--- config.mk ---
export PLATFORM = sky130hd
export DESIGN_NAME = cts_ctrl
export DESIGN_NICKNAME = d
export VERILOG_FILES = /design/src/design/cts_pkg.sv /design/src/design/cts_ctrl.sv
export VERILOG_INCLUDE_DIRS = /design/src /design/src/design
export SDC_FILE = /design/constraint.sdc
export NUM_CORES = 1
export LEC_CHECK = 0
export ABC_AREA = 1
export BUFFER_PORTS_ARGS = -buffer_cell sky130_fd_sc_hd__buf_2
export CAP_MARGIN = 20
export CORE_AREA = 2 2 42 44
export CTS_BUF_LIST = sky130_fd_sc_hd__clkbuf_8 sky130_fd_sc_hd__clkbuf_16
export DETAILED_ROUTE_END_ITERATION = 6
export DIE_AREA = 0 0 44 46
export PLACE_DENSITY = 0.79
export RECOVER_POWER = 100
export SLEW_MARGIN = 20
export SYNTH_ARGS = -nofsm -noshare
export SYNTH_HDL_FRONTEND = slang
export SYNTH_SLANG_ARGS = --single-unit
--- constraint.sdc ---
create_clock -name clk_i -period 2.4 [get_ports clk_i]
set_input_delay 0.12 -clock clk_i [delete_from_list [all_inputs] [get_ports clk_i]]
set_output_delay 0.12 -clock clk_i [all_outputs]
set_load 0.01 [all_outputs]
--- src/design/assert_macros.svh ---
// Assertion macros used by the scheduler controller
`ifndef ASSERT_MACROS_SVH
`define ASSERT_MACROS_SVH
`ifndef SYNTHESIS
`define ASSERT_IMPL(lbl, clk, rstn, prop) \
  lbl: assert property (@(posedge clk) disable iff (!rstn) (prop)) else $error("assertion failed");
`define ASSERT_NEXT(lbl, clk, rstn, ante, cons) \
  lbl: assert property (@(posedge clk) disable iff (!rstn) (ante) |=> (cons)) else $error("assertion failed");
`else
`define ASSERT_IMPL(lbl, clk, rstn, prop)
`define ASSERT_NEXT(lbl, clk, rstn, ante, cons)
`endif
`endif

--- src/design/cts_pkg.sv ---
// Package: types, opcodes and sizes of the cyclic transmit scheduler
package cts_pkg;
  localparam int unsigned OneshotDepth  = 16;
  localparam int unsigned PeriodicDepth = 16;
  localparam int unsigned OsIdxW = (OneshotDepth > 1) ? $clog2(OneshotDepth) : 1;
  localparam int unsigned PdIdxW = (PeriodicDepth > 1) ? $clog2(PeriodicDepth) : 1;
  localparam int unsigned OsCntW = $clog2(OneshotDepth + 1);
  localparam int unsigned PdCntW = $clog2(PeriodicDepth + 1);

  typedef enum logic [2:0] {
    OP_ADD_ONESHOT = 3'd0,
    OP_ADD_PERIODIC = 3'd1,
    OP_DEL_PERIODIC = 3'd2,
    OP_CLR_PERIODIC = 3'd3,
    OP_TICK = 3'd4
  } opcode_e;

  typedef struct packed {
    logic [2:0]  opcode;
    logic [28:0] frame_id;
    logic [3:0]  frame_length;
    logic [63:0] frame_payload;
    logic [31:0] due_time;
    logic [15:0] repeat_interval;
    logic [31:0] now_ms;
    logic        tx_ready;
  } in_item_t;

  typedef struct packed {
    logic        tx_valid;
    logic [28:0] tx_id;
    logic [3:0]  tx_length;
    logic [63:0] tx_payload;
    logic        tx_from_periodic;
    logic        status;
  } out_item_t;

  // controller -> datapath
  typedef struct packed {
    logic load;        // latch the input item
    logic os_append;   // write item at one-shot tail
    logic pd_append;   // write item at periodic tail
    logic pd_clear;
    logic scan_rst;    // scan index to 0
    logic scan_inc;
    logic os_shift;    // one-shot: entry[idx] <= entry[idx+1]
    logic pd_shift;
    logic os_dec;
    logic pd_dec;
    logic os_pick;     // capture one-shot entry idx as sent frame
    logic pd_pick;     // capture periodic entry idx, start due advance
    logic adv_step;    // one due-advance iteration
    logic pd_reappend; // write advanced entry at tail
    logic set_full;
    logic out_load;
  } ctl_t;

  // datapath -> controller
  typedef struct packed {
    logic [2:0] opcode;
    logic       tx_ready;
    logic       os_full;
    logic       pd_full;
    logic       os_end;     // idx >= oneshot count
    logic       pd_end;
    logic       os_last;    // idx+1 >= oneshot count
    logic       pd_last;
    logic       os_due;     // one-shot entry idx is due
    logic       pd_due;
    logic       pd_match;   // periodic entry idx has the item's id
    logic       adv_done;
  } sts_t;
endpackage

--- src/design/cts_ctrl.sv ---
// Controller: sequences one item through the table operations
`include "assert_macros.svh"
module cts_ctrl
  import cts_pkg::*;
(
  input  logic clk_i,
  input  logic rst_ni,
  input  logic in_valid_i,
  output logic in_ready_o,
  output logic out_valid_o,
  input  logic out_ready_i,
  input  sts_t sts_i,
  output ctl_t ctl_o
);
  typedef enum logic [3:0] {
    S_IDLE, S_DECODE, S_FIND, S_REMOVE, S_APPEND_PD, S_OS_SCAN, S_OS_REM,
    S_PD_SCAN, S_PD_REM, S_ADV, S_REAPPEND, S_RESULT, S_OUT
  } state_e;
  state_e state_q, state_d;
  logic   del_only_q, del_only_d;

  always_comb begin
    state_d = state_q;
    del_only_d = del_only_q;
    ctl_o = '0;
    in_ready_o = 1'b0;
    out_valid_o = 1'b0;
    unique case (state_q)
      S_IDLE: begin
        in_ready_o = 1'b1;
        if (in_valid_i) begin
          ctl_o.load = 1'b1;
          ctl_o.scan_rst = 1'b1;
          state_d = S_DECODE;
        end
      end
      S_DECODE: begin
        state_d = S_RESULT;
        unique case (sts_i.opcode)
          OP_ADD_ONESHOT: begin
            if (sts_i.os_full) ctl_o.set_full = 1'b1;
            else ctl_o.os_append = 1'b1;
          end
          OP_ADD_PERIODIC: begin
            del_only_d = 1'b0;
            state_d = S_FIND;
          end
          OP_DEL_PERIODIC: begin
            del_only_d = 1'b1;
            state_d = S_FIND;
          end
          OP_CLR_PERIODIC: ctl_o.pd_clear = 1'b1;
          OP_TICK: if (sts_i.tx_ready) state_d = S_OS_SCAN;
          default: ;
        endcase
      end
      S_FIND: begin
        if (sts_i.pd_end) state_d = del_only_q ? S_RESULT : S_APPEND_PD;
        else if (sts_i.pd_match) state_d = S_REMOVE;
        else ctl_o.scan_inc = 1'b1;
      end
      S_REMOVE: begin
        if (sts_i.pd_last) begin
          ctl_o.pd_dec = 1'b1;
          state_d = del_only_q ? S_RESULT : S_APPEND_PD;
        end else begin
          ctl_o.pd_shift = 1'b1;
          ctl_o.scan_inc = 1'b1;
        end
      end
      S_APPEND_PD: begin
        if (sts_i.pd_full) ctl_o.set_full = 1'b1;
        else ctl_o.pd_append = 1'b1;
        state_d = S_RESULT;
      end
      S_OS_SCAN: begin
        if (sts_i.os_end) begin
          ctl_o.scan_rst = 1'b1;
          state_d = S_PD_SCAN;
        end else if (sts_i.os_due) begin
          ctl_o.os_pick = 1'b1;
          state_d = S_OS_REM;
        end else ctl_o.scan_inc = 1'b1;
      end
      S_OS_REM: begin
        if (sts_i.os_last) begin
          ctl_o.os_dec = 1'b1;
          state_d = S_RESULT;
        end else begin
          ctl_o.os_shift = 1'b1;
          ctl_o.scan_inc = 1'b1;
        end
      end
      S_PD_SCAN: begin
        if (sts_i.pd_end) state_d = S_RESULT;
        else if (sts_i.pd_due) begin
          ctl_o.pd_pick = 1'b1;
          state_d = S_PD_REM;
        end else ctl_o.scan_inc = 1'b1;
      end
      S_PD_REM: begin
        // advance runs beside the removal, but stops once past now
        ctl_o.adv_step = !sts_i.adv_done;
        if (sts_i.pd_last) begin
          ctl_o.pd_dec = 1'b1;
          state_d = S_ADV;
        end else begin
          ctl_o.pd_shift = 1'b1;
          ctl_o.scan_inc = 1'b1;
        end
      end
      S_ADV: begin
        if (sts_i.adv_done) state_d = S_REAPPEND;
        else ctl_o.adv_step = 1'b1;
      end
      S_REAPPEND: begin
        ctl_o.pd_reappend = 1'b1;
        state_d = S_RESULT;
      end
      S_RESULT: begin
        ctl_o.out_load = 1'b1;
        state_d = S_OUT;
      end
      S_OUT: begin
        out_valid_o = 1'b1;
        if (out_ready_i) state_d = S_IDLE;
      end
      default: state_d = S_IDLE;
    endcase
  end

  always_ff @(posedge clk_i or negedge rst_ni) begin
    if (!rst_ni) begin
      state_q <= S_IDLE;
      del_only_q <= 1'b0;
    end else begin
      state_q <= state_d;
      del_only_q <= del_only_d;
    end
  end

  `ASSERT_IMPL(a_no_dual_append, clk_i, rst_ni, !(ctl_o.os_append && ctl_o.pd_append))
  `ASSERT_IMPL(a_pick_excl, clk_i, rst_ni, !(ctl_o.os_pick && ctl_o.pd_pick))
  `ASSERT_NEXT(a_out_after_load, clk_i, rst_ni, ctl_o.out_load, out_valid_o)
  `ASSERT_IMPL(a_ready_idle, clk_i, rst_ni, !(in_ready_o && out_valid_o))
endmodule

=== Word-level counts from Yosys, hierarchy flattened ===
Cells that the tools add are included.

* Add/sub/neg operators: 0
* Multipliers: 0
* Div/mod/pow operators: 0
* Magnitude comparators: 0
* Equality and inequality tests: 25
* Shifts and indexed selects: 0
* Muxes and demuxes: 59
* Bitwise logic cells: 0
* Reductions and logical operators: 9

{| class="wikitable"
|+ Operator list
! kind !! number
|-
| $mux W4 || 14
|-
| $pmux W4 S12 || 1
|-
| $mux W1 || 37
|-
| $eq A4 B4 Y1 const B || 5
|-
| $eq A4 B3 Y1 const B || 4
|-
| $ne A2 B2 Y1 const B || 6
|-
| $ne A3 B3 Y1 const B || 3
|-
| $reduce_and A9 Y1 || 1
|-
| $eq A4 B2 Y1 const B || 2
|-
| $pmux W1 S2 || 4
|-
| $pmux W4 S2 || 1
|-
| $eq A3 B2 Y1 const B || 2
|-
| $reduce_or A2 Y1 || 3
|-
| $pmux W1 S5 || 1
|-
| $eq A4 B1 Y1 const B || 1
|-
| $logic_not A4 Y1 || 1
|-
| $eq A3 B1 Y1 const B || 1
|-
| $eq A3 B3 Y1 const B || 1
|-
| $logic_not A3 Y1 || 1
|-
| $mux W2 || 1
|-
| $reduce_and A2 Y1 || 1
|-
| $reduce_bool A2 Y1 || 1
|-
| $logic_not A1 Y1 || 1
|}

* Register bits: 5
* Bits in latches: 0
* RAM bits: 0
* Memory bits (read-only): 0
* Bits of input ports: 18
* Memories: 0

=== Longest topological paths before layout ===
Gate-level depths: netlist (run 1).

* Word-level depth: 4
* Gate-level depth with buffers: 10
* Mapped depth without buffers: 10

=== Least setup slack after synthesis (run 1) ===
Ideal clock, no wire load.

* Kind: register to output
* Start point: register state_q[1]
* End point: output ctl_o[11] (netlist bit)
* Arrival time: 1.271 ns
* Required time: 2.280 ns
* Slack: 1.009 ns
* Cell stages (with the launch flop): 6
* Cells stage by stage: dfrtp_1 -> nor2_1 -> inv_2 -> nor2_4 -> inv_1 -> o21ai_0

{| class="wikitable"
|+ RTL lines
! what !! RTL line !! RTL
|-
| start: declaration || cts_ctrl.sv:19 || <nowiki>state_e state_q, state_d;</nowiki>
|-
| start signal: assignment || cts_ctrl.sv:137 || <nowiki>state_q <= state_d;</nowiki>
|-
| end: declaration || cts_ctrl.sv:13 || <nowiki>output ctl_t ctl_o</nowiki>
|}

==> results.py, run 1 <==
metrics = {
    "clocking": {
        "clk_root_buffer_cell": "sky130_fd_sc_hd__clkbuf_8",
        "number_of_buffers_added_by_the_clock_tree_synthesis_step": 3,
        "clkLatencyLatePin_ns": 0.22,
        "cts_tree": "yes",
        "cts_hold_buf": 1,
        "cts.repair_timing.setup_buffer_count": 0,
        "h-tree-depth": 1,
        "cts_max_path_buffers": 2,
        "num_clock_sinks": 5,
        "path_clk_slew_ns": 0.04,
        "postCtsResizedCells": 0,
    },
    "synthesis": {
        "synth_cell_type_count": 17,
        "post_synth_fa_ha_maj_area_fraction_pct": 0,
        "yosysWarningCount": 0,
        "synth-compound-area-share_pct": 6.00,
        "post_synth_main_area_contributors": "sky130_fd_sc_hd__nand2_1 (18%), sky130_fd_sc_hd__dfrtp_1 (18%), sky130_fd_sc_hd__nand3_1 (13%), sky130_fd_sc_hd__inv_1 (11%), sky130_fd_sc_hd__nor2_1 (10%)",
        "yosys.area_share.simple_pct": 63.7,
        "syn-num-nets": 149,
        "synth_top_family_by_area": "simple AND/OR/NAND/NOR gates",
        "post_synthesis_average_cell_area_um2": 5.42,
        "yosys-mux-area-fraction_pct": 0,
        "netlist.area_leader.share_pct": 18.0,
        "synthesis.instances": 131,
        "post_synth_instance_area_um2": 709,
        "postSynthRegisterBits": 5,
        "netlist.top_cell.by_area": "sky130_fd_sc_hd__nand2_1",
        "synth_sequential_area_ratio_pct": 17.6,
        "synth-xor-area-share_pct": 0,
    },
    "route": {
        "drt_iter0_drc": 24,
        "remaining_drc_errors": 0,
        "wl_per_cell_um": 10.4,
        "wl_met1_um": 860,
        "uppermost_layer_routed": "met3",
        "vias": 912,
        "avgViaCountPerCell": 4.85,
        "antenna_left": 0,
        "wl_um": 1950,
        "routed-wl-met3_um": 161,
        "drt_first_pass_iters": 4,
        "detailed_routed_wire_length_on_met2_um": 927,
    },
    "layout": {
        "fin_cells": 188,
        "fraction_of_layout_instances_using_a_drive_strength_above_1_pct": 19.9,
        "layout_commonest_cell": "sky130_fd_sc_hd__nand2_1",
        "layout.cells.most_common_list": "sky130_fd_sc_hd__nand2_1 (36), sky130_fd_sc_hd__inv_1 (24), sky130_fd_sc_hd__nor2_1 (24)",
        "insertedDiodeCount": 0,
        "area_growth_syn_to_layout_pct": 28.6,
        "num-nets-final": 190,
    },
    "worst_hold_path": {
        "timing.hold.worst.class": "primary input to register",
        "hold-path-cell-count": 2,
    },
    "sta": {
        "slew_violations": 0,
        "setup_slack_ns": 0.446,
        "final_period_minus_worst_setup_slack_ns": 1.95,
        "setup_total_negative_slack_ns": 0,
        "final.setup_skew_ns": 0.00386,
        "final_min_period_over_clock_period_pct": 81.4,
        "worst_slew_margin_pct": 65.6,
        "setup_viol_count_final": 0,
        "rsz0062_at_grt": "false",
        "fmax_mhz": 512,
        "finalHoldViolations": 0,
        "holdWs_ns": 0.121,
        "worst_pin_slew_ns": 0.514,
    },
    "setup_path": {
        "timing.critical_path.fanout_max": 6,
        "worstSetupStartpointType": "register",
        "cp.buffers_inverters": 3,
        "crit_path_max_incr_delay_ns": 0.42,
        "cp.required_ns": 2.28,
        "critical_path_cell_sequence": "inv_1, nor2_1, nand2_1, nand2_1, nand2_1, nand2_1, nor2_1, inv_1, clkbuf_1",
        "setup.reg_to_reg.worst_slack_ns": 0.66,
        "rr_worst_depth": 10,
        "setup.worst_path.class": "register to output port",
        "worstSetupEndpointType": "output port",
        "crit_cells": 9,
        "timing.critical_path.slowest_stage_cell": "sky130_fd_sc_hd__dfrtp_1",
        "critical-path-top-cell-by-count": "sky130_fd_sc_hd__nand2_1",
        "worst_ep_arrival_time_ns": 1.83,
        "critical_path.top_delay_family": "simple AND/OR/NAND/NOR gates",
    },
    "global_route": {
        "global_route_wire_length_before_repair_um": 3170,
        "first_global_vias": 790,
        "grt_start_max_net_pins": 9,
        "overall_routing_resource_usage_pct": 20.9,
        "grt-ovfl-total": 0,
        "antenna_violations_before_repair": 0,
    },
    "pwr": {
        "share_clk_of_total_power_pct": 15.8,
        "combinationalPowerShare_pct": 64.4,
        "proportion_of_power_drawn_by_flip_flops_and_latches_pct": 19.8,
        "cellInternalPower_mw": 0.438,
        "power-per-cell-area_nw_per_um2": 1050,
        "leakagePower_nw": 0.567,
        "peakVddDrop_mv": 0.751,
        "sw_frac_of_total_pct": 54.2,
        "switchingPower_mw": 0.520,
    },
    "place": {
        "dpl.cell_count": 183,
        "portBuffers": 35,
        "routabilityCongestion": 0.865,
        "pre_cts_ws_ns": 0.872,
        "post-dp-hpwl_um": 1590,
    },
    "die": {
        "die_height_um": 46,
        "start_util_pct": 44.0,
        "core.rowCount": 15,
        "placeable_area_um2": 1610,
        "die_w_um": 44,
        "io_pins": 36,
        "die-area_um2": 2020,
    },
    "run": {
        "maxCapViolCount": 0,
    },
    "run_status": {
        "outcome": "completed",
    },
}
## cell type report
cell class                 count  area, um^2
clock buffer                   3        41.3
clock inverter                 1        3.75
fill                         198         702
inverter                      24        90.1
multi-input combinational    102         462
sequential                     5         125
tap                           17        21.3
timing repair buffer          36         169
## path summary, 6_finish.rpt
check	from	endpoint
worst max register to register	state_q[3]	state_q[0]
worst min register to register	state_q[3]	state_q[3]
worst min-delay path	sts_i[11]	del_only_q
max in group asynchronous	rst_ni	state_q[0]
worst max-delay path	state_q[3]	ctl_o[10]
min in group asynchronous	rst_ni	state_q[3]
## sequential cells by signal, summed over array words and instances (netlist names)
name        cells
del_only_q      1
state_q         4
## synthesized netlist by cell type
master                     count
sky130_fd_sc_hd__nand2_4       1
sky130_fd_sc_hd__nand3_1      19
sky130_fd_sc_hd__nand3_2       1
sky130_fd_sc_hd__nor3b_1       1
sky130_fd_sc_hd__nor2_1       19
sky130_fd_sc_hd__o211ai_1      1
sky130_fd_sc_hd__a21oi_1       2
sky130_fd_sc_hd__nand2_2       5
sky130_fd_sc_hd__dfrtp_1       5
sky130_fd_sc_hd__nor2_2        5
sky130_fd_sc_hd__nand2_1      34
sky130_fd_sc_hd__nor2_4        3
sky130_fd_sc_hd__inv_2         3
sky130_fd_sc_hd__inv_1        21
sky130_fd_sc_hd__nand4_1       2
sky130_fd_sc_hd__nor3_1        4
sky130_fd_sc_hd__o21ai_0       5
## cell families (layout without fill, tap and decap cells)
| kind of cell | Yosys count | after routing |
|---|---|---|
| AO/OA/AOI/OAI | 8 | 8 |
| flip-flops | 5 | 5 |
| AND/OR/NAND/NOR | 94 | 94 |
| buffers and inverters | 24 | 64 |
## per-stage QoR
stage / power [mW] / util [%] / instance area, um^2
detailed placement: 0.868 / 56.1 / 906
global route: 1.07 / 56.5 / 912
CTS: 1.03 / 59.5 / 961
global placement: 0.852 / 56.1 / 906
finish: 0.958 / 56.5 / 912
floorplan: 0.684 / - / 709
## worst reg2reg max path, cell delays in order (launching register included)
cell,delay (ns)
sky130_fd_sc_hd__dfrtp_1,0.42
sky130_fd_sc_hd__inv_1,0.12
sky130_fd_sc_hd__nor2_1,0.11
sky130_fd_sc_hd__nand2_1,0.15
sky130_fd_sc_hd__nand2_1,0.06
sky130_fd_sc_hd__nand2_1,0.07
sky130_fd_sc_hd__nand2_1,0.05
sky130_fd_sc_hd__nor2_1,0.40
sky130_fd_sc_hd__nand2_4,0.09
sky130_fd_sc_hd__nand2_1,0.09
sky130_fd_sc_hd__nand2_1,0.05
## metal layers
| metal | global-route usage (%) | vias to the layer above |
|---|---|---|
| li1 | - | 491 |
| met1 | 25.9 | 386 |
| met2 | 37.1 | 35 |
| met3 | 7.54 | 0 |
| met4 | 0 | 0 |
| met5 | 0 | - |
## power by group through the flow
stage | registers, mW | clock network [mW] | logic, mW
2_1_floorplan | 0.179 | 0 | 0.504
3_3_place_gp | 0.195 | 0 | 0.657
3_5_place_dp | 0.197 | 0 | 0.671
4_1_cts | 0.196 | 0.158 | 0.674
5_1_grt | 0.200 | 0.164 | 0.710
6_report | 0.189 | 0.152 | 0.617
Note: power is estimated with default switching activity, not from simulation.
==> run 2, diff against run 1 <==
--- a/config.mk
+++ b/config.mk
@@ -9,11 +9,11 @@
 export ABC_AREA = 1
 export BUFFER_PORTS_ARGS = -buffer_cell sky130_fd_sc_hd__buf_2
 export CAP_MARGIN = 20
-export CORE_AREA = 2 2 42 44
+export CORE_AREA = 2 2 40 49
 export CTS_BUF_LIST = sky130_fd_sc_hd__clkbuf_8 sky130_fd_sc_hd__clkbuf_16
 export DETAILED_ROUTE_END_ITERATION = 6
-export DIE_AREA = 0 0 44 46
-export PLACE_DENSITY = 0.79
+export DIE_AREA = 0 0 42 51
+export PLACE_DENSITY = 0.74
 export RECOVER_POWER = 100
 export SLEW_MARGIN = 20
 export SYNTH_ARGS = -nofsm -noshare
==> constraint.sdc (replaced) <==
create_clock -name clk_i -period 2 [get_ports clk_i]
set_input_delay 0.1 -clock clk_i [delete_from_list [all_inputs] [get_ports clk_i]]
set_output_delay 0.1 -clock clk_i [all_outputs]
set_load 0.01 [all_outputs]
==> results.py, run 2 (same netlist as run 1, synthesis figures left out) <==
metrics = {
    "run_status": {
        "outcome": "completed",
    },
    "layout": {
        "area_growth_syn_to_layout_pct": 31.7,
        "num-nets-final": 190,
        "final.fill_count": 183,
        "reg_top3": "state_q (4), del_only_q (1)",
        "max_ffs_per_register": 4,
        "insertedDiodeCount": 0,
        "regMostFlops": "state_q",
        "layout.cells.most_common_list": "sky130_fd_sc_hd__nand2_1 (36), sky130_fd_sc_hd__inv_1 (24), sky130_fd_sc_hd__buf_2 (22)",
        "fraction_of_layout_instances_using_a_drive_strength_above_1_pct": 22.2,
        "layout_commonest_cell": "sky130_fd_sc_hd__nand2_1",
    },
    "setup_path": {
        "crit_path_max_incr_delay_ns": 0.45,
        "timing.critical_path.fanout_max": 6,
        "worstSetupStartpointType": "register",
        "critical_path_cell_sequence": "inv_1, nor2_1, nand2_2, nand2_1, nand2_1, nand2_1, nor2_4, inv_1, buf_2",
        "timing.critical_path.slowest_stage_cell": "sky130_fd_sc_hd__dfrtp_1",
        "worstSetupEndpointType": "output port",
        "setup.worst_path.class": "register to output port",
        "cp.required_ns": 1.90,
        "critical-path-top-cell-by-count": "sky130_fd_sc_hd__nand2_1",
        "worst_ep_arrival_time_ns": 1.67,
    },
    "sta": {
        "slew_violations": 0,
        "setup_viol_count_final": 0,
        "worst_slew_margin_pct": 75.6,
        "holdWs_ns": 0.125,
        "worst_pin_slew_ns": 0.365,
        "final_period_minus_worst_setup_slack_ns": 1.77,
        "final.setup_skew_ns": 0.000917,
        "setup_total_negative_slack_ns": 0,
        "finalHoldViolations": 0,
        "final_min_period_over_clock_period_pct": 88.4,
        "rsz0062_at_grt": "false",
        "fmax_mhz": 566,
    },
    "route": {
        "drt_first_pass_iters": 4,
        "avgViaCountPerCell": 4.75,
        "vias": 903,
        "antenna_left": 0,
        "drt_iter0_drc": 24,
        "wl_per_cell_um": 9.81,
        "wl_um": 1860,
        "remaining_drc_errors": 0,
    },
    "global_route": {
        "grt-ovfl-total": 0,
        "grt_start_max_net_pins": 9,
        "grt_util_met1_pct": 22.5,
        "global_route_wire_length_before_repair_um": 3080,
        "groute.layer.met3.usage_pct": 1.77,
        "grtUsageMet2_pct": 32.3,
        "antenna_violations_before_repair": 0,
        "grt_peak_use_layer": "met2",
        "first_global_vias": 785,
        "overall_routing_resource_usage_pct": 17.7,
    },
    "die": {
        "core.rowCount": 17,
        "placeable_area_um2": 1720,
        "die-area_um2": 2140,
        "die_w_um": 42,
        "start_util_pct": 41.2,
        "die_height_um": 51,
        "io_pins": 36,
    },
    "pwr": {
        "peakVddDrop_mv": 0.864,
        "power-per-cell-area_nw_per_um2": 1260,
        "leakagePower_nw": 0.569,
    },
    "clocking": {
        "postCtsResizedCells": 0,
        "h-tree-depth": 1,
        "number_of_buffers_added_by_the_clock_tree_synthesis_step": 3,
        "cts.repair_timing.setup_buffer_count": 0,
        "clkLatencyLatePin_ns": 0.22,
        "cts_tree": "yes",
        "cts_max_path_buffers": 2,
        "num_clock_sinks": 5,
        "clk_root_buffer_cell": "sky130_fd_sc_hd__clkbuf_8",
        "path_clk_slew_ns": 0.03,
        "cts_hold_buf": 1,
    },
    "place": {
        "post-dp-hpwl_um": 1590,
        "portBuffers": 35,
        "routabilityCongestion": 0.883,
    },
    "run": {
        "maxCapViolCount": 0,
    },
    "worst_hold_path": {
        "timing.hold.worst.class": "primary input to register",
    },
}
==> run 2: cell types whose count changed in the layout (fill, tap and decap cells not counted) <==
cell / previous run / this run
sky130_fd_sc_hd__nor2_1: 24 / 20
sky130_fd_sc_hd__nor2_2: 3 / 4
sky130_fd_sc_hd__nor2_4: 0 / 3
sky130_fd_sc_hd__nand2_4: 1 / 0
sky130_fd_sc_hd__nand2_2: 3 / 4
==> run 2: layer usage <==
layer / vias to the layer above / part of all wire (%)
li1: 488 / -
met3: 0 / 5.8
met4: 0 / 0
met5: - / 0
met1: 382 / 43
met2: 33 / 51
==> run 2: critical path: cells and delay by family, from the launching register on <==
family                 cells  cell delay (ns)
buffers and inverters      3             0.28
flip-flops                 1             0.45
AND/OR/NAND/NOR            6             0.73
==> run 2: path summary, 6_finish.rpt <==
check / start / end / slack, ns / cells past startpoint
setup / recovery: state_q[3] / ctl_o[10] / 0.23 / 9
hold / removal: sts_i[11] / del_only_q / 0.12 / 2
setup reg to reg: state_q[3] / state_q[0] / 0.41 / 10
hold reg to reg: state_q[0] / state_q[0] / 0.60 / 2
max in group asynchronous: rst_ni / state_q[1] / 1.53 / 2
min in group asynchronous: rst_ni / state_q[0] / 0.27 / 2
==> run 2: area by class of cell <==
cell class	instances	area [um^2]	area share (%)
clock buffers	3	41.3	4.42
clock inverters	1	3.75	0.402
inverters	24	90.1	9.64
multi-input cells	102	482	51.5
flip-flops and latches	5	125	13.4
well taps	19	23.8	2.54
repair buffers	36	169	18.1
==> run 2: per-stage QoR <==
stage | utilization (%) | instance area (um^2) | total power, mW | setup slack [ns] | cells
final | 54.2 | 935 | 1.18 | 0.232 | 190
after global routing | 54.2 | 935 | 1.30 | 0.0906 | 190
after CTS | 55.9 | 963 | 1.23 | 0.280 | 190
after detailed placement | 52.7 | 908 | 1.04 | 0.518 | 185
after global placement | 52.7 | 908 | 1.03 | 0.563 | 185
after floorplan | - | 709 | 0.820 | 0.629 | 131
==> run 2: report_power, final <==
part           internal (mW)  total [mW]  switching (mW)  leakage (nW)
Sequential             0.152       0.229          0.0767        0.0625
Combinational          0.254       0.776           0.522         0.480
Clock                  0.131       0.175          0.0441        0.0269
